**config.mk**
```make
export PLATFORM = sky130hd
export DESIGN_NAME = boolean_query_infix_to_postfix
export DESIGN_NICKNAME = d
export VERILOG_FILES = /design/src/hdl/bqpost_pkg.sv /design/src/hdl/bqpost_front.sv /design/src/hdl/bqpost_back.sv /design/src/hdl/boolean_query_infix_to_postfix.sv
export SDC_FILE = /design/constraint.sdc
export NUM_CORES = 1
export LEC_CHECK = 0
export ABC_AREA = 1
export BUFFER_PORTS_ARGS = -buffer_cell sky130_fd_sc_hd__buf_2
export CORE_UTILIZATION = 60
export DETAILED_ROUTE_END_ITERATION = 10
export GPL_ROUTABILITY_DRIVEN = 0
export PLACE_DENSITY_LB_ADDON = 0.1
export SYNTH_ARGS = -nofsm -noshare
export SYNTH_HDL_FRONTEND = slang
export SYNTH_SLANG_ARGS = --single-unit
```
**constraint.sdc**
```tcl
create_clock -name i_clk -period 4.1 [get_ports i_clk]
set_clock_uncertainty 0.2 [all_clocks]
set_input_delay 0.82 -clock i_clk [delete_from_list [all_inputs] [get_ports i_clk]]
set_output_delay 0.82 -clock i_clk [all_outputs]
set_load 0.03 [all_outputs]
```
**src/hdl/bqpost_pkg.sv**
```systemverilog
// package for the boolean query infix-to-postfix converter
// holds token and stack codes, sizes and the queued token type; no dependencies
`default_nettype none

package bqpost_pkg;

    // operator stack size and derived widths
    localparam int STACK_DEPTH = 16;
    localparam int CNT_W       = $clog2(STACK_DEPTH + 1);
    localparam int IDX_W       = (STACK_DEPTH > 1) ? $clog2(STACK_DEPTH) : 1;

    // token queue between front and back (power of two)
    localparam int QUEUE_DEPTH = 4;
    localparam int QPTR_W      = $clog2(QUEUE_DEPTH);
    localparam int QCNT_W      = $clog2(QUEUE_DEPTH + 1);

    localparam int WORD_W = 16;

    // incoming operation codes
    localparam logic [2:0] OP_WORD  = 3'd0;
    localparam logic [2:0] OP_OPEN  = 3'd1;
    localparam logic [2:0] OP_CLOSE = 3'd2;
    localparam logic [2:0] OP_OR    = 3'd3;
    localparam logic [2:0] OP_AND   = 3'd4;
    localparam logic [2:0] OP_NOT   = 3'd5;
    localparam logic [2:0] OP_END   = 3'd6;

    // stack entry codes, also the postfix item kinds; operator code is its precedence
    localparam logic [1:0] CODE_OPEN = 2'd0;
    localparam logic [1:0] CODE_WORD = 2'd0;
    localparam logic [1:0] CODE_OR   = 2'd1;
    localparam logic [1:0] CODE_AND  = 2'd2;
    localparam logic [1:0] CODE_NOT  = 2'd3;

    // token classes after decode
    localparam logic [2:0] CLS_WORD  = 3'd0;
    localparam logic [2:0] CLS_OPEN  = 3'd1;
    localparam logic [2:0] CLS_CLOSE = 3'd2;
    localparam logic [2:0] CLS_OPER  = 3'd3;
    localparam logic [2:0] CLS_END   = 3'd4;
    localparam logic [2:0] CLS_NONE  = 3'd5;

    // decoded token as it sits in the queue
    typedef struct packed {
        logic [2:0]        cls;
        logic [1:0]        code;
        logic [WORD_W-1:0] word;
    } t_tok;

endpackage

`default_nettype wire

```
**src/hdl/bqpost_front.sv**
```systemverilog
// front end: accepts input items, decodes the token kind and queues them
// depends on bqpost_pkg
`default_nettype none

module bqpost_front (
    input  wire logic                      i_clk,
    input  wire logic                      i_rst_n,
    input  wire logic                      i_valid,
    output logic                           o_stall,
    input  wire logic [2:0]                i_operation,
    input  wire logic [15:0]               i_word_id,
    output logic                           o_q_valid,
    output bqpost_pkg::t_tok               o_q_tok,
    input  wire logic                      i_q_pop
);

    bqpost_pkg::t_tok                        r_mem [bqpost_pkg::QUEUE_DEPTH];
    logic [bqpost_pkg::QPTR_W-1:0]           r_wr_ptr, n_wr_ptr;
    logic [bqpost_pkg::QPTR_W-1:0]           r_rd_ptr, n_rd_ptr;
    logic [bqpost_pkg::QCNT_W-1:0]           r_cnt, n_cnt;
    bqpost_pkg::t_tok                        dec_tok;
    logic                                    push;
    logic                                    pop;

    // token decode
    always_comb begin
        dec_tok.word = i_word_id;
        dec_tok.code = bqpost_pkg::CODE_OPEN;
        unique case (i_operation)
            bqpost_pkg::OP_WORD: begin
                dec_tok.cls = bqpost_pkg::CLS_WORD;
            end
            bqpost_pkg::OP_OPEN: begin
                dec_tok.cls = bqpost_pkg::CLS_OPEN;
            end
            bqpost_pkg::OP_CLOSE: begin
                dec_tok.cls = bqpost_pkg::CLS_CLOSE;
            end
            bqpost_pkg::OP_OR: begin
                dec_tok.cls  = bqpost_pkg::CLS_OPER;
                dec_tok.code = bqpost_pkg::CODE_OR;
            end
            bqpost_pkg::OP_AND: begin
                dec_tok.cls  = bqpost_pkg::CLS_OPER;
                dec_tok.code = bqpost_pkg::CODE_AND;
            end
            bqpost_pkg::OP_NOT: begin
                dec_tok.cls  = bqpost_pkg::CLS_OPER;
                dec_tok.code = bqpost_pkg::CODE_NOT;
            end
            bqpost_pkg::OP_END: begin
                dec_tok.cls = bqpost_pkg::CLS_END;
            end
            default: begin
                dec_tok.cls = bqpost_pkg::CLS_NONE;
            end
        endcase
    end

    // queue control
    assign o_stall   = (r_cnt == bqpost_pkg::QCNT_W'(bqpost_pkg::QUEUE_DEPTH));
    assign o_q_valid = (r_cnt != '0);
    assign o_q_tok   = r_mem[r_rd_ptr];
    assign push      = i_valid && !o_stall;
    assign pop       = i_q_pop && o_q_valid;

    always_comb begin
        n_wr_ptr = push ? r_wr_ptr + 1'b1 : r_wr_ptr;
        n_rd_ptr = pop  ? r_rd_ptr + 1'b1 : r_rd_ptr;
        n_cnt    = r_cnt;
        if (push && !pop) begin
            n_cnt = r_cnt + 1'b1;
        end else if (pop && !push) begin
            n_cnt = r_cnt - 1'b1;
        end
    end

    always_ff @(posedge i_clk) begin
        if (!i_rst_n) begin
            r_wr_ptr <= '0;
            r_rd_ptr <= '0;
            r_cnt    <= '0;
        end else begin
            r_wr_ptr <= n_wr_ptr;
            r_rd_ptr <= n_rd_ptr;
            r_cnt    <= n_cnt;
        end
    end

    // queue storage
    always_ff @(posedge i_clk) begin
        if (push) begin
            r_mem[r_wr_ptr] <= dec_tok;
        end
    end

endmodule

`default_nettype wire

```
**src/hdl/bqpost_back.sv**
```systemverilog
// back end: runs queued tokens against the operator stack, one pop per cycle while the output is not stalled
// depends on bqpost_pkg
`default_nettype none

module bqpost_back (
    input  wire logic                      i_clk,
    input  wire logic                      i_rst_n,
    input  wire logic                      i_q_valid,
    input  wire bqpost_pkg::t_tok          i_q_tok,
    output logic                           o_q_pop,
    output logic                           o_valid,
    input  wire logic                      i_stall,
    output logic [1:0]                     o_item_kind,
    output logic [15:0]                    o_item_word,
    output logic                           o_last_of_query,
    output logic                           o_stack_overflowed
);

    logic [1:0]                       r_stack [bqpost_pkg::STACK_DEPTH];
    logic [bqpost_pkg::CNT_W-1:0]     r_count, n_count;
    logic [bqpost_pkg::CNT_W-1:0]     r_op_count, n_op_count;
    logic                             r_ovf, n_ovf;
    logic                             r_out_valid;
    logic [1:0]                       r_out_kind;
    logic [15:0]                      r_out_word;
    logic                             r_out_last;
    logic                             r_out_ovf;

    logic [bqpost_pkg::CNT_W-1:0]     top_pos;
    logic [1:0]                       top;
    logic                             nonempty;
    logic                             full;
    logic                             out_free;
    logic                             want_push;
    logic [1:0]                       push_code;
    logic                             push_en;
    logic                             emit;
    logic [1:0]                       emit_kind;
    logic [15:0]                      emit_word;
    logic                             emit_last;

    // top of stack
    assign top_pos  = r_count - 1'b1;
    assign top      = r_stack[top_pos[bqpost_pkg::IDX_W-1:0]];
    assign nonempty = (r_count != '0);
    assign full     = (r_count == bqpost_pkg::CNT_W'(bqpost_pkg::STACK_DEPTH));
    assign out_free = !r_out_valid || !i_stall;

    // one step of the current token
    always_comb begin
        n_count    = r_count;
        n_op_count = r_op_count;
        n_ovf      = r_ovf;
        want_push  = 1'b0;
        push_code  = i_q_tok.code;
        emit       = 1'b0;
        emit_kind  = top;
        emit_word  = '0;
        emit_last  = 1'b0;
        o_q_pop    = 1'b0;
        if (i_q_valid) begin
            unique case (i_q_tok.cls)
                bqpost_pkg::CLS_WORD: begin
                    if (out_free) begin
                        emit      = 1'b1;
                        emit_kind = bqpost_pkg::CODE_WORD;
                        emit_word = i_q_tok.word;
                        o_q_pop   = 1'b1;
                    end
                end
                bqpost_pkg::CLS_OPEN: begin
                    want_push = 1'b1;
                    push_code = bqpost_pkg::CODE_OPEN;
                    o_q_pop   = 1'b1;
                end
                bqpost_pkg::CLS_CLOSE: begin
                    if (nonempty && top != bqpost_pkg::CODE_OPEN) begin
                        if (out_free) begin
                            emit       = 1'b1;
                            n_count    = r_count - 1'b1;
                            n_op_count = r_op_count - 1'b1;
                        end
                    end else begin
                        // drop the matching open parenthesis, if any
                        if (nonempty) begin
                            n_count = r_count - 1'b1;
                        end
                        o_q_pop = 1'b1;
                    end
                end
                bqpost_pkg::CLS_OPER: begin
                    if (nonempty && top != bqpost_pkg::CODE_OPEN && top >= i_q_tok.code) begin
                        if (out_free) begin
                            emit       = 1'b1;
                            n_count    = r_count - 1'b1;
                            n_op_count = r_op_count - 1'b1;
                        end
                    end else begin
                        want_push = 1'b1;
                        o_q_pop   = 1'b1;
                    end
                end
                bqpost_pkg::CLS_END: begin
                    if (nonempty) begin
                        if (top != bqpost_pkg::CODE_OPEN) begin
                            if (out_free) begin
                                emit       = 1'b1;
                                emit_last  = (r_op_count == bqpost_pkg::CNT_W'(1));
                                n_count    = r_count - 1'b1;
                                n_op_count = r_op_count - 1'b1;
                            end
                        end else begin
                            n_count = r_count - 1'b1;
                        end
                    end else begin
                        // query done: clear the sticky flag
                        n_ovf   = 1'b0;
                        o_q_pop = 1'b1;
                    end
                end
                default: begin
                    o_q_pop = 1'b1;
                end
            endcase
        end
        // push, or drop it on a full stack
        push_en = 1'b0;
        if (want_push) begin
            if (full) begin
                n_ovf = 1'b1;
            end else begin
                push_en = 1'b1;
                n_count = r_count + 1'b1;
                if (push_code != bqpost_pkg::CODE_OPEN) begin
                    n_op_count = r_op_count + 1'b1;
                end
            end
        end
    end

    // control state
    always_ff @(posedge i_clk) begin
        if (!i_rst_n) begin
            r_count     <= '0;
            r_op_count  <= '0;
            r_ovf       <= 1'b0;
            r_out_valid <= 1'b0;
        end else begin
            r_count    <= n_count;
            r_op_count <= n_op_count;
            r_ovf      <= n_ovf;
            if (emit) begin
                r_out_valid <= 1'b1;
            end else if (!i_stall) begin
                r_out_valid <= 1'b0;
            end
        end
    end

    // stack storage and output register
    always_ff @(posedge i_clk) begin
        if (push_en) begin
            r_stack[r_count[bqpost_pkg::IDX_W-1:0]] <= push_code;
        end
        if (emit) begin
            r_out_kind <= emit_kind;
            r_out_word <= emit_word;
            r_out_last <= emit_last;
            r_out_ovf  <= r_ovf;
        end
    end

    assign o_valid            = r_out_valid;
    assign o_item_kind        = r_out_kind;
    assign o_item_word        = r_out_word;
    assign o_last_of_query    = r_out_last;
    assign o_stack_overflowed = r_out_ovf;

endmodule

`default_nettype wire

```
**src/hdl/boolean_query_infix_to_postfix.sv**
```systemverilog
// Boolean query infix-to-postfix converter. Tokens (word, open, close, OR,
// AND, NOT, end) enter on the input channel and postfix items leave on the
// output channel, with a 16-entry operator stack (precedence OR<AND<NOT) in
// between. The front end takes one token per cycle into a four-entry queue
// while the queue is not full. The back end works through a token in steps:
// each step pops and emits one operator, the end marker also spends a step
// on every open parenthesis it discards, and a close parenthesis drops its
// open parenthesis in the step in which it leaves the queue. The token
// leaves the queue once no more operators are to be popped for it, and a
// step that emits waits while a result is held on a stalled output.
// A push onto a full stack is dropped and flagged on every item until the
// end marker, which flushes the stack and marks its last operator item.
// depends on bqpost_pkg, bqpost_front, bqpost_back
`default_nettype none

module boolean_query_infix_to_postfix (
    input  wire logic        i_clk,
    input  wire logic        i_rst_n,
    input  wire logic        i_valid,
    output logic             o_stall,
    input  wire logic [2:0]  i_operation,
    input  wire logic [15:0] i_word_id,
    output logic             o_valid,
    input  wire logic        i_stall,
    output logic [1:0]       o_item_kind,
    output logic [15:0]      o_item_word,
    output logic             o_last_of_query,
    output logic             o_stack_overflowed
);

    logic              q_valid;
    bqpost_pkg::t_tok  q_tok;
    logic              q_pop;

    // accept and decode
    bqpost_front u_front (
        .i_clk       (i_clk),
        .i_rst_n     (i_rst_n),
        .i_valid     (i_valid),
        .o_stall     (o_stall),
        .i_operation (i_operation),
        .i_word_id   (i_word_id),
        .o_q_valid   (q_valid),
        .o_q_tok     (q_tok),
        .i_q_pop     (q_pop)
    );

    // stack engine and output register
    bqpost_back u_back (
        .i_clk              (i_clk),
        .i_rst_n            (i_rst_n),
        .i_q_valid          (q_valid),
        .i_q_tok            (q_tok),
        .o_q_pop            (q_pop),
        .o_valid            (o_valid),
        .i_stall            (i_stall),
        .o_item_kind        (o_item_kind),
        .o_item_word        (o_item_word),
        .o_last_of_query    (o_last_of_query),
        .o_stack_overflowed (o_stack_overflowed)
    );

endmodule

`default_nettype wire
```
Word-level counts from Yosys, hierarchy flattened
Memory sizes are Yosys's and may differ from the RTL's. A register that Yosys moved wholly into a read port is not among the register bits. Index checks and enable logic that the tools add are counted.

Add/subtract/negate cells: 8. Order comparisons: 1. Equality and inequality tests: 14. Muxes and demuxes: 58. Reduce and logical (&&, ||, !) cells: 22.

Operators with widths (number): two-way mux 5 bit (18); one-hot mux 5 bit (3 select lines) (2); two-way mux 1 bit (24); equality test 3 bit, second input constant (5); one-hot mux 3 bit (5 select lines) (1); two-way mux 2 bit (7); equality test 3 x 2 -> 1 bit, second input constant (4); adder 5 x 1 -> 5 bit, second input constant (2); subtractor 5 x 1 -> 5 bit, second input constant (2); one-hot mux 1 bit (4 select lines) (2); equality test 3 x 1 -> 1 bit, second input constant (2); logical AND 1 bit (6); zero test 3 bit (2); two-way mux 3 bit (2); one-hot mux 2 bit (3 select lines) (1); nonzero test 2 bit (3); equality test 5 x 1 -> 1 bit, second input constant (1); equality test 5 bit, second input constant (1); zero test 1 bit (5); AND reduction 5 bit (1); nonzero test 5 bit (1); adder 2 x 1 -> 2 bit, second input constant (2); adder 3 x 1 -> 3 bit, second input constant (1); AND reduction 3 bit (1); 7 further kinds (7).

Register bits after elaboration: 39. Bits in writable memories: 116. Bits of input ports: 23. Output and inout bits: 22. Logic and storage cells: 116. Memories kept: 2.

Memories: u_front.r_mem (words 4, bits a word 21, read ports 1, clocked after Yosys merged registers in 1, write ports 1, RTL line bqpost_front.sv:17) `bqpost_pkg::t_tok r_mem [bqpost_pkg::QUEUE_DEPTH];`; u_back.r_stack (words 16, bits a word 2, read ports 1, clocked after Yosys merged registers in 0, write ports 1, RTL line bqpost_back.sv:19) `logic [1:0] r_stack [bqpost_pkg::STACK_DEPTH];`.

Longest topological paths before layout
Gate-level depths: netlist of the first run. An unclocked memory read counts as a cell.

Word-level depth: 12. Mapped depth: 27. Gate-level depth less buffers: 26.

By module
A second synthesis of the first run with hierarchy kept.

Cells, all modules: 763. Area, all modules: 7583.5 sq um.

Modules (own cells, without submodules): bqpost_back (times used 1, cells each 482, area each 3854.9 sq um, sequential area each 1801.7 sq um); bqpost_front (times used 1, cells each 281, area each 3728.6 sq um, sequential area each 2702.6 sq um).

Worst setup path after synthesis of the first run
Ideal clock, no wire load.

Path kind: register -> register. Start point: register u_back.r_count[0] (netlist bit). End point: register u_front.r_cnt[2] (netlist bit). Setup time: 122 ps. Data arrival time: 3258 ps. Required time: 3778 ps. Path slack: 520 ps. Stages on the path, launching flop included: 24. Path buffers: 2. Clock period less this slack: 3580 ps. Path through: dfxtp_1 > inv_2 > buf_4 > ha_1 > buf_2 > nor2_1 > o21ai_1 > nand3_1 > nand3_2 > nand2_1 > ha_1 > a21oi_1 > inv_1 > nand3_2 > nand2_1 > nand3_1 > nand2_1 > ha_1 > inv_1 > fa_1 > a21oi_1 > o21ai_0 > o21ai_0 > a21oi_1.

Cells in the longest elaborated chain, start to end: 12. Elaborated cells between the ends (all ways): 18. Those cells by class: add/sub (1); order compare (1); mux (6); reduce/logical (9); memory (1).

Ends and longest elaborated chain: start, declared (RTL line bqpost_back.sv:20) `logic [bqpost_pkg::CNT_W-1:0] r_count, n_count;`; start signal, assigned (RTL line bqpost_back.sv:149) `r_count <= n_count;`; branches (longest 6 deep; another with subtractor 5 x 1 -> 5 bit); one-hot mux 1 bit (4 select lines) * (RTL line bqpost_back.sv:62) `unique case (i_q_tok.cls)`; two-way mux 1 bit * (RTL line bqpost_back.sv:61) `if (i_q_valid) begin`; logical AND 1 bit * (RTL line bqpost_front.sv:65) `assign pop = i_q_pop && o_q_valid;`; zero test 1 bit (RTL line bqpost_front.sv:71) `if (push && !pop) begin`; logical AND 1 bit (RTL line bqpost_front.sv:71); two-way mux 3 bit or nonzero test 2 bit (tied branches); end signal, assigned (RTL line bqpost_front.sv:86) `r_cnt <= n_cnt;`; end, declared (RTL line bqpost_front.sv:20) `logic [bqpost_pkg::QCNT_W-1:0] r_cnt, n_cnt;`.

Mark *: on every way between the ends. A chain may end at the register's enable or synchronous reset.

Worst setup path in the final report of the first run
Start point: register u_back.r_count[0] (netlist bit). End point: register u_front.r_cnt[1] (netlist bit).

Cells in the longest elaborated chain, start to end: 12. Elaborated cells between the ends (all ways): 18. Those cells by class: add/sub (1); order compare (1); mux (6); reduce/logical (9); memory (1).

Ends and longest elaborated chain (RTL line): branches (longest 6 deep; another with subtractor 5 x 1 -> 5 bit); one-hot mux 1 bit (4 select lines) * (bqpost_back.sv:62); two-way mux 1 bit * (bqpost_back.sv:61); logical AND 1 bit * (bqpost_front.sv:65); zero test 1 bit * (bqpost_front.sv:71); logical AND 1 bit * (bqpost_front.sv:71); two-way mux 3 bit * (bqpost_front.sv:71); net u_front.n_cnt (one bit) (bqpost_front.sv:20).

Mark *: on every way through the listed nets, which the timed path passes.

==> results of run 1 <==
area by class of cell:
cell class                 count  area, um2
clock buffer                  18      429.2
inverter                      54      202.7
multi-input combinational    466       2364
fill                         843       3456
clock inverter                14      116.4
tap                          143      178.9
sequential                   157       4508
timing repair buffer          56      310.3
repair_timing:
item | in CTS | in global routing
setup endpoints to repair | 0 | 2
hold buffers | 0 | 0
resized for setup | 0 | 5
metal layers:
metal / GRT usage / vias up / wire [um]
met3: 0.05553 / 33 / 745
met1: 0.2946 / 2398 / 6029
li1: - / 2475 / -
met4: 0.1180 / 0 / 398
met5: 0 / - / 0
met2: 0.4408 / 152 / 7387
power groups by stage:
stage	clock network [mW]	logic (mW)	registers (mW)
finish	1.44	2.37	2.25
global route	1.53	2.63	2.27
CTS	1.46	2.36	2.24
detailed placement	0	2.35	2.27
global placement	0	2.28	2.27
floorplan	0	1.58	2.45
critical path, delay by kind of cell (launching register included):
kind	cells	cell delay, ps
AOI/OAI and AO/OA	2	340
adders and majority gates	4	1170
buffers and inverters	6	640
DFF	1	320
and+or+nand+nor	11	1060
final timing paths:
path / from / endpoint / slack, ps
hold reg to reg: u_back.r_ovf / u_back.o_stack_overflowed / 250
setup reg to reg: u_back.r_count[0] / u_front.r_cnt[1] / 280
setup / recovery: u_back.r_count[0] / u_front.r_cnt[1] / 280
hold / removal: u_back.r_ovf / u_back.o_stack_overflowed / 250
cells by family (layout without fill, tap and decap cells):
kind of cell | after synthesis | count (layout) | share of synthesized area
adder cells (fa/ha/maj) | 18 | 18 | 0.03235
flip-flops | 157 | 157 | 0.6261
XOR/XNOR | 11 | 11 | 0.01339
AO/OA/AOI/OAI | 105 | 105 | 0.07531
buffers and inverters | 79 | 142 | 0.04852
AND/OR/NAND/NOR | 332 | 332 | 0.2043
cells in the mapped netlist, drive strengths merged, types with 7 or more instances:
cell	n	area [um2]
a21oi	36	180.2
buf	18	120.1
clkbuf	7	26.28
dfxtp	21	420.4
edfxtp	136	4084
ha	17	212.7
inv	53	198.9
nand2	124	513.0
nand3	48	295.3
nor2	144	543.0
nor3	7	61.31
o21ai	64	324.1
xor2	9	78.83
through the flow:
stage	utilization	power (mW)
3_3_place_gp	0.6526	4.549
2_1_floorplan	-	4.029
4_1_cts	0.6998	6.068
3_5_place_dp	0.6526	4.620
5_1_grt	0.7012	6.429
6_report	0.7012	6.057
flip-flops by register name, indices dropped and copies added, names as in the netlist, named ones only:
register                   count
u_front.r_mem                 84
u_back.r_stack                32
u_back.o_item_word            16
u_back.r_count                 5
u_back.r_op_count              5
u_front.r_cnt                  3
u_back.o_item_kind             2
u_front.r_rd_ptr               2
u_front.r_wr_ptr               2
u_back.o_last_of_query         1
u_back.o_stack_overflowed      1
u_back.o_valid                 1
u_back.r_ovf                   1
==> reports/metrics.yaml, run 1 <==
worst_setup_path:
  critical_path.most_common_cell: "sky130_fd_sc_hd__inv_1"
  cpPeakStageDelay_ps: 430
  r2r_cells: 23
  end_kind: "flip-flop"
  critical_setup_path_kind: "reg2reg"
  cp_data_arrival_time_ps: 3930
  timing.critical_path.slowest_stage_cell: "sky130_fd_sc_hd__fa_1"
  startpoint_types: "flip-flop"
  worst-endpoint-required_ps: 4210
  critical_path_cell_list: "inv_2, ha_1, inv_1, nand2_1, nand2_2, inv_2, nand3_1, nand3_2, nand2_4, ha_1, nor2_1, inv_1, a21oi_1, inv_1, nand3_2, nand2_1, nand3_1, nand2_1, ha_1, inv_1, fa_1, o21ai_0, nor2_1"
  timing.critical_path.fanout_max: 11
outcome:
  violations: "DRC"
  status: "finished with violations"
cells_and_area:
  final_layout_size_suffix_gt1_frac: 0.1647
  syn2layout_area_growth_pct: 12.71
  most-common-layout-cells: "sky130_fd_sc_hd__nor2_1, sky130_fd_sc_hd__edfxtp_1, sky130_fd_sc_hd__nand2_1, sky130_fd_sc_hd__o21ai_0"
  diodes: 0
  nets: 793
  leading_cell_type_in_the_layout_fill_and_taps_excluded: "sky130_fd_sc_hd__nor2_1"
  instances_no_fill: 908
  finish.instance_area_um2: 8109
drt:
  route.detailed.drc: 2
  avgRoutedWirePerCell_um: 16.04
  wl_mm: 14.56
  avgViaCountPerCell: 5.570
  route.vias.total: 5058
  drt_pass1_iterations: 8
  first_iter_violations: 327
  antenna_violating_nets_post_route: 0
power_and_ir_drop:
  p_switching_mw: 2.420
  p_int_mw: 3.636
  power_switching_share: 0.3996
  power.density_nw_per_um2: 746.9
  power.combinational.fraction: 0.391
  peakVddDrop_mv: 0.5000
  clock_network_fraction_of_design_power: 0.238
  p_seq_frac: 0.371
  p_leak_nw: 3.201
synth:
  ys_warn_count: 0
  synth.ff_latch_count: 157
  synth_seq_area_share: 0.6261
  synthDistinctLibCells: 37
  post_synth_instance_area_um2: 7194
  synth_edf_count: 136
  average_instance_area_after_synthesis_um2: 10.25
  synthesis.instances: 702
  synthesis.nets: 743
  async_reset_ff_frac: 0
  synth_top_flop_cell: "sky130_fd_sc_hd__edfxtp_1"
clock_network:
  clock_path_buffers: 2
  post_cts_setup_buffer_count: 0
  number_of_buffers_added_by_the_clock_tree_synthesis_step: 17
  cts_tree: "done"
  cts-root-buf: "sky130_fd_sc_hd__clkbuf_16"
  clock_tree.htree_level_count: 4
  cts_num_sinks: 157
  clk_transition_reported_paths_ps: 60
  clk_latency_ps: 420
timing:
  timing.fmax_ghz: 0.2620
  setup_viol: 0
  final_hold_slack_ps: 252.3
  setup_ws_ps: 282.6
  hold_viol_final: 0
  finalMaxSlewViolations: 0
  final.setup.tns_ps: 0
  rsz0062_at_grt: "no"
  max_slew.worst_pin.slew_ps: 1057
  timing.slew.headroom: 0.2945
  layout_min_cycle_time_ps: 3817
  finalCritPeriodShare: 0.9311
placed_design:
  buffer_ports.inserted: 44
  dpl_cell_area_um2: 7547
  place.detailed.instances: 876
  hpwlAfterDp_mm: 9.545
  place_worst_setup_slack_ps: 191.1
floorplanning:
  die_y_um: 111.5
  num_io_pins: 45
  core_area_um2: 11560
  fp.dieArea_um2: 12430
  start_util: 0.6221
  die_w_um: 111.5
  floorplan.rows: 39
grt:
  grt.total_usage: 0.2511
  maximum_number_of_pins_on_one_net_before_global_route_repair: 27
  grt_pass1_wl_mm: 23.67
  grt_remaining_overflow: 0
  grt_pass1_vias: 4916
  grt_antenna_before_repair: 0
min_path:
  min_path_cells: 0
  hold_class: "reg2reg"
job:
  cap_violations: 0
Note: power is estimated with default switching activity, not from simulation.
==> inputs of run 2 (changes only) <==
--- a/config.mk
+++ b/config.mk
@@ -7,7 +7,7 @@
 export LEC_CHECK = 0
 export ABC_AREA = 1
 export BUFFER_PORTS_ARGS = -buffer_cell sky130_fd_sc_hd__buf_2
-export CORE_UTILIZATION = 60
+export CORE_UTILIZATION = 40
 export DETAILED_ROUTE_END_ITERATION = 10
 export GPL_ROUTABILITY_DRIVEN = 0
 export PLACE_DENSITY_LB_ADDON = 0.1
==> constraint.sdc (replaced) <==
create_clock -name i_clk -period 4 [get_ports i_clk]
set_clock_uncertainty 0.2 [all_clocks]
set_input_delay 0.8 -clock i_clk [delete_from_list [all_inputs] [get_ports i_clk]]
set_output_delay 0.8 -clock i_clk [all_outputs]
set_load 0.03 [all_outputs]
==> run 2 against run 1 <==
Effect of this change: the flow now finishes without violations; worst setup slack improved by 52 ps; sequential cell count unchanged; total power increased by 4.9%; die area increased by 49%; maximum frequency increased by 4.2%; clock power increased by 7%; critical path type unchanged; combinational power increased by 6%; register-to-register slack improved by 50 ps; non-clock buffer count increased by 4; core utilization decreased by 23 points.
==> reports/metrics.yaml, run 2 (same netlist as run 1, synthesis figures left out) <==
floorplanning:
  die_y_um: 136.1  # +22%
  core_area_um2: 17420  # +51%
  die_w_um: 136.1  # +22%
  num_io_pins: 45  # unchanged
  fp.dieArea_um2: 18530  # +49%
  floorplan.rows: 48  # +23%
  start_util: 0.4131  # -0.2090
worst_setup_path:
  r2r_cells: 21  # -8.7%
  worstReg2RegStart: "u_back.r_count[0]"
  critical_setup_path_kind: "reg2reg"
  timing.critical_path.fanout_max: 10  # -1
  r2r_setup_slack_ps: 330  # +50 ps
  cp_data_arrival_time_ps: 3780  # -150 ps
  startpoint_types: "flip-flop"
  critical_path.reg2reg.endpoint: "u_front.r_cnt[1]"
  worst-endpoint-required_ps: 4110  # -100 ps
  end_kind: "flip-flop"
grt:
  grt.total_usage: 0.1867  # -0.06440
  grt_pass1_wl_mm: 25.96  # +9.7%
  grt_pass1_vias: 4946  # +0.61%
  gr-usage-met2: 0.3102  # -0.1306
  grt_antenna_before_repair: 0  # unchanged
  maximum_number_of_pins_on_one_net_before_global_route_repair: 41  # +52%
  grt_remaining_overflow: 0  # unchanged
  grt_util_met3: 0.04064  # -0.01488
  layer_with_the_highest_usage: "met2"
  met1_usage: 0.2360  # -0.05862
timing:
  finalCritPeriodShare: 0.9163  # -0.01481
  hold_viol_final: 0  # unchanged
  timing.fmax_ghz: 0.2728  # +4.2%
  max_slew.worst_pin.slew_ps: 1123  # +66.28 ps
  rsz0062_at_grt: "no"
  layout_min_cycle_time_ps: 3665  # -152.3 ps
  timing.slew.headroom: 0.2502  # -0.04424
  setup_viol: 0  # unchanged
  final.setup.tns_ps: 0  # unchanged
  finalMaxSlewViolations: 0  # unchanged
cells_and_area:
  syn2layout_area_growth_pct: 14.90
  finish.instance_area_um2: 8267  # +1.9%
  flip_flop_count_of_the_largest_register_all_copies_and_words_added: 84  # unchanged
  leading_cell_type_in_the_layout_fill_and_taps_excluded: "sky130_fd_sc_hd__nor2_1"
  final.fill_count: 1627  # +93%
  most-common-layout-cells: "sky130_fd_sc_hd__nor2_1, sky130_fd_sc_hd__edfxtp_1, sky130_fd_sc_hd__nand2_1, sky130_fd_sc_hd__o21ai_0"
  nets: 797  # +0.50%
  seq_area_um2: 4504  # about the same
  final_layout_size_suffix_gt1_frac: 0.1769  # +0.01215
  area_of_the_multi_input_gates_um2: 2374  # +0.42%
  top_register: "u_front.r_mem"
  diodes: 0  # unchanged
clock_network:
  post_cts_setup_buffer_count: 0  # unchanged
  number_of_buffers_added_by_the_clock_tree_synthesis_step: 17  # unchanged
  clk_transition_reported_paths_ps: 70  # about the same
  clock_path_buffers: 2  # unchanged
  cts_tree: "done"
  clock_tree.htree_level_count: 4  # unchanged
  cts_resized: 0  # unchanged
  cts-root-buf: "sky130_fd_sc_hd__clkbuf_16"
  clk_latency_ps: 420  # about the same
  cts_num_sinks: 157  # unchanged
  hold_buffers: 0  # unchanged
power_and_ir_drop:
  p_leak_nw: 3.240  # +1.2%
  peakVddDrop_mv: 0.4309  # -14%
  power.density_nw_per_um2: 768.9  # +2.9%
placed_design:
  buffer_ports.inserted: 44  # unchanged
  dpl_cell_area_um2: 7680  # +1.8%
  hpwlAfterDp_mm: 10.38  # +8.7%
drt:
  avgViaCountPerCell: 5.056  # -9.2%
  drt_pass1_iterations: 5  # -3
  wl_mm: 16.00  # +9.9%
  route.detailed.drc: 0  # -2
  avgRoutedWirePerCell_um: 16.09  # +0.36%
  first_iter_violations: 337  # +3.1%
  route.vias.total: 5026  # -0.63%
  antenna_violating_nets_post_route: 0  # unchanged
outcome:
  status: "finished clean"
min_path:
  timing.hold.worst_endpoint: "u_back.o_stack_overflowed"
  worst_hold_startpoint: "u_back.r_ovf"
  hold_class: "reg2reg"
  min_path_cells: 0  # unchanged
job:
  cap_violations: 0  # unchanged
## run 2: cell types whose count changed in the layout (fill, tap and decap cells not counted), sizes merged
cell,before,now
buf,56,60
clkinvlp,2,1
clkbuf,18,17
inv,57,59
## run 2: through the flow
stage	utilization	instances	hold WS (ps)	setup slack (ps)	total power, mW
detailed placement	0.4409	962	218.3	218.4	4.829
finish	0.4746	994	227.4	334.9	6.356
floorplan	-	702	208.6	420.0	4.130
CTS	0.4732	994	228.9	157.2	6.382
global route	0.4746	994	252.7	34.06	6.766
global placement	0.4409	962	222.8	405.0	4.769
## run 2: area by class of cell
type	count	area share
Clock inverter	15	0.01650
Timing Repair Buffer	60	0.04117
Clock buffer	17	0.05146
Sequential cell	157	0.5449
Multi-Input combinational cell	466	0.2871
Inverter	54	0.02482
Tap cell	225	0.03405
## run 2: worst max-delay path by stage
stage	slack, ps	from	endpoint	cells after the start
2_1_floorplan	420	u_back.r_count[0]	u_front.r_cnt[2]	23
5_1_grt	30	u_back.r_count[0]	u_front.r_cnt[2]	22
3_5_place_dp	220	u_back.r_count[0]	u_front.r_cnt[1]	21
3_3_place_gp	410	u_back.r_count[0]	u_front.r_cnt[1]	21
6_report	330	u_back.r_count[0]	u_front.r_cnt[1]	21
4_1_cts	160	u_back.r_count[0]	u_front.r_cnt[1]	21
## run 2: critical path, stage by stage, from the launching register on
cell and delay (ps):
sky130_fd_sc_hd__dfxtp_1 370, sky130_fd_sc_hd__inv_4 80, sky130_fd_sc_hd__ha_4 290, sky130_fd_sc_hd__buf_4 170
sky130_fd_sc_hd__nand3_1 80, sky130_fd_sc_hd__nand3_1 120, sky130_fd_sc_hd__nand3_2 110, sky130_fd_sc_hd__nand2_4 110
sky130_fd_sc_hd__ha_1 230, sky130_fd_sc_hd__nor2_1 100, sky130_fd_sc_hd__inv_1 50, sky130_fd_sc_hd__a21oi_1 230
sky130_fd_sc_hd__inv_1 120, sky130_fd_sc_hd__nand3_2 110, sky130_fd_sc_hd__nand2_2 80, sky130_fd_sc_hd__nand3_2 100
sky130_fd_sc_hd__nand2_2 70, sky130_fd_sc_hd__ha_1 200, sky130_fd_sc_hd__inv_1 100, sky130_fd_sc_hd__fa_1 430
sky130_fd_sc_hd__o21ai_0 160, sky130_fd_sc_hd__nor2_1 50
## run 2: where the power goes
part           internal (mW)  switching, mW
Combinational          0.702           1.82
Sequential              2.19          0.102
Clock                  0.867          0.676
Total                   3.76           2.60
## run 2: layer usage
metal	vias up	wire [um]
li1	2495	-
met1	2404	7196
met2	109	7921
met3	18	651
met4	0	229
met5	-	0
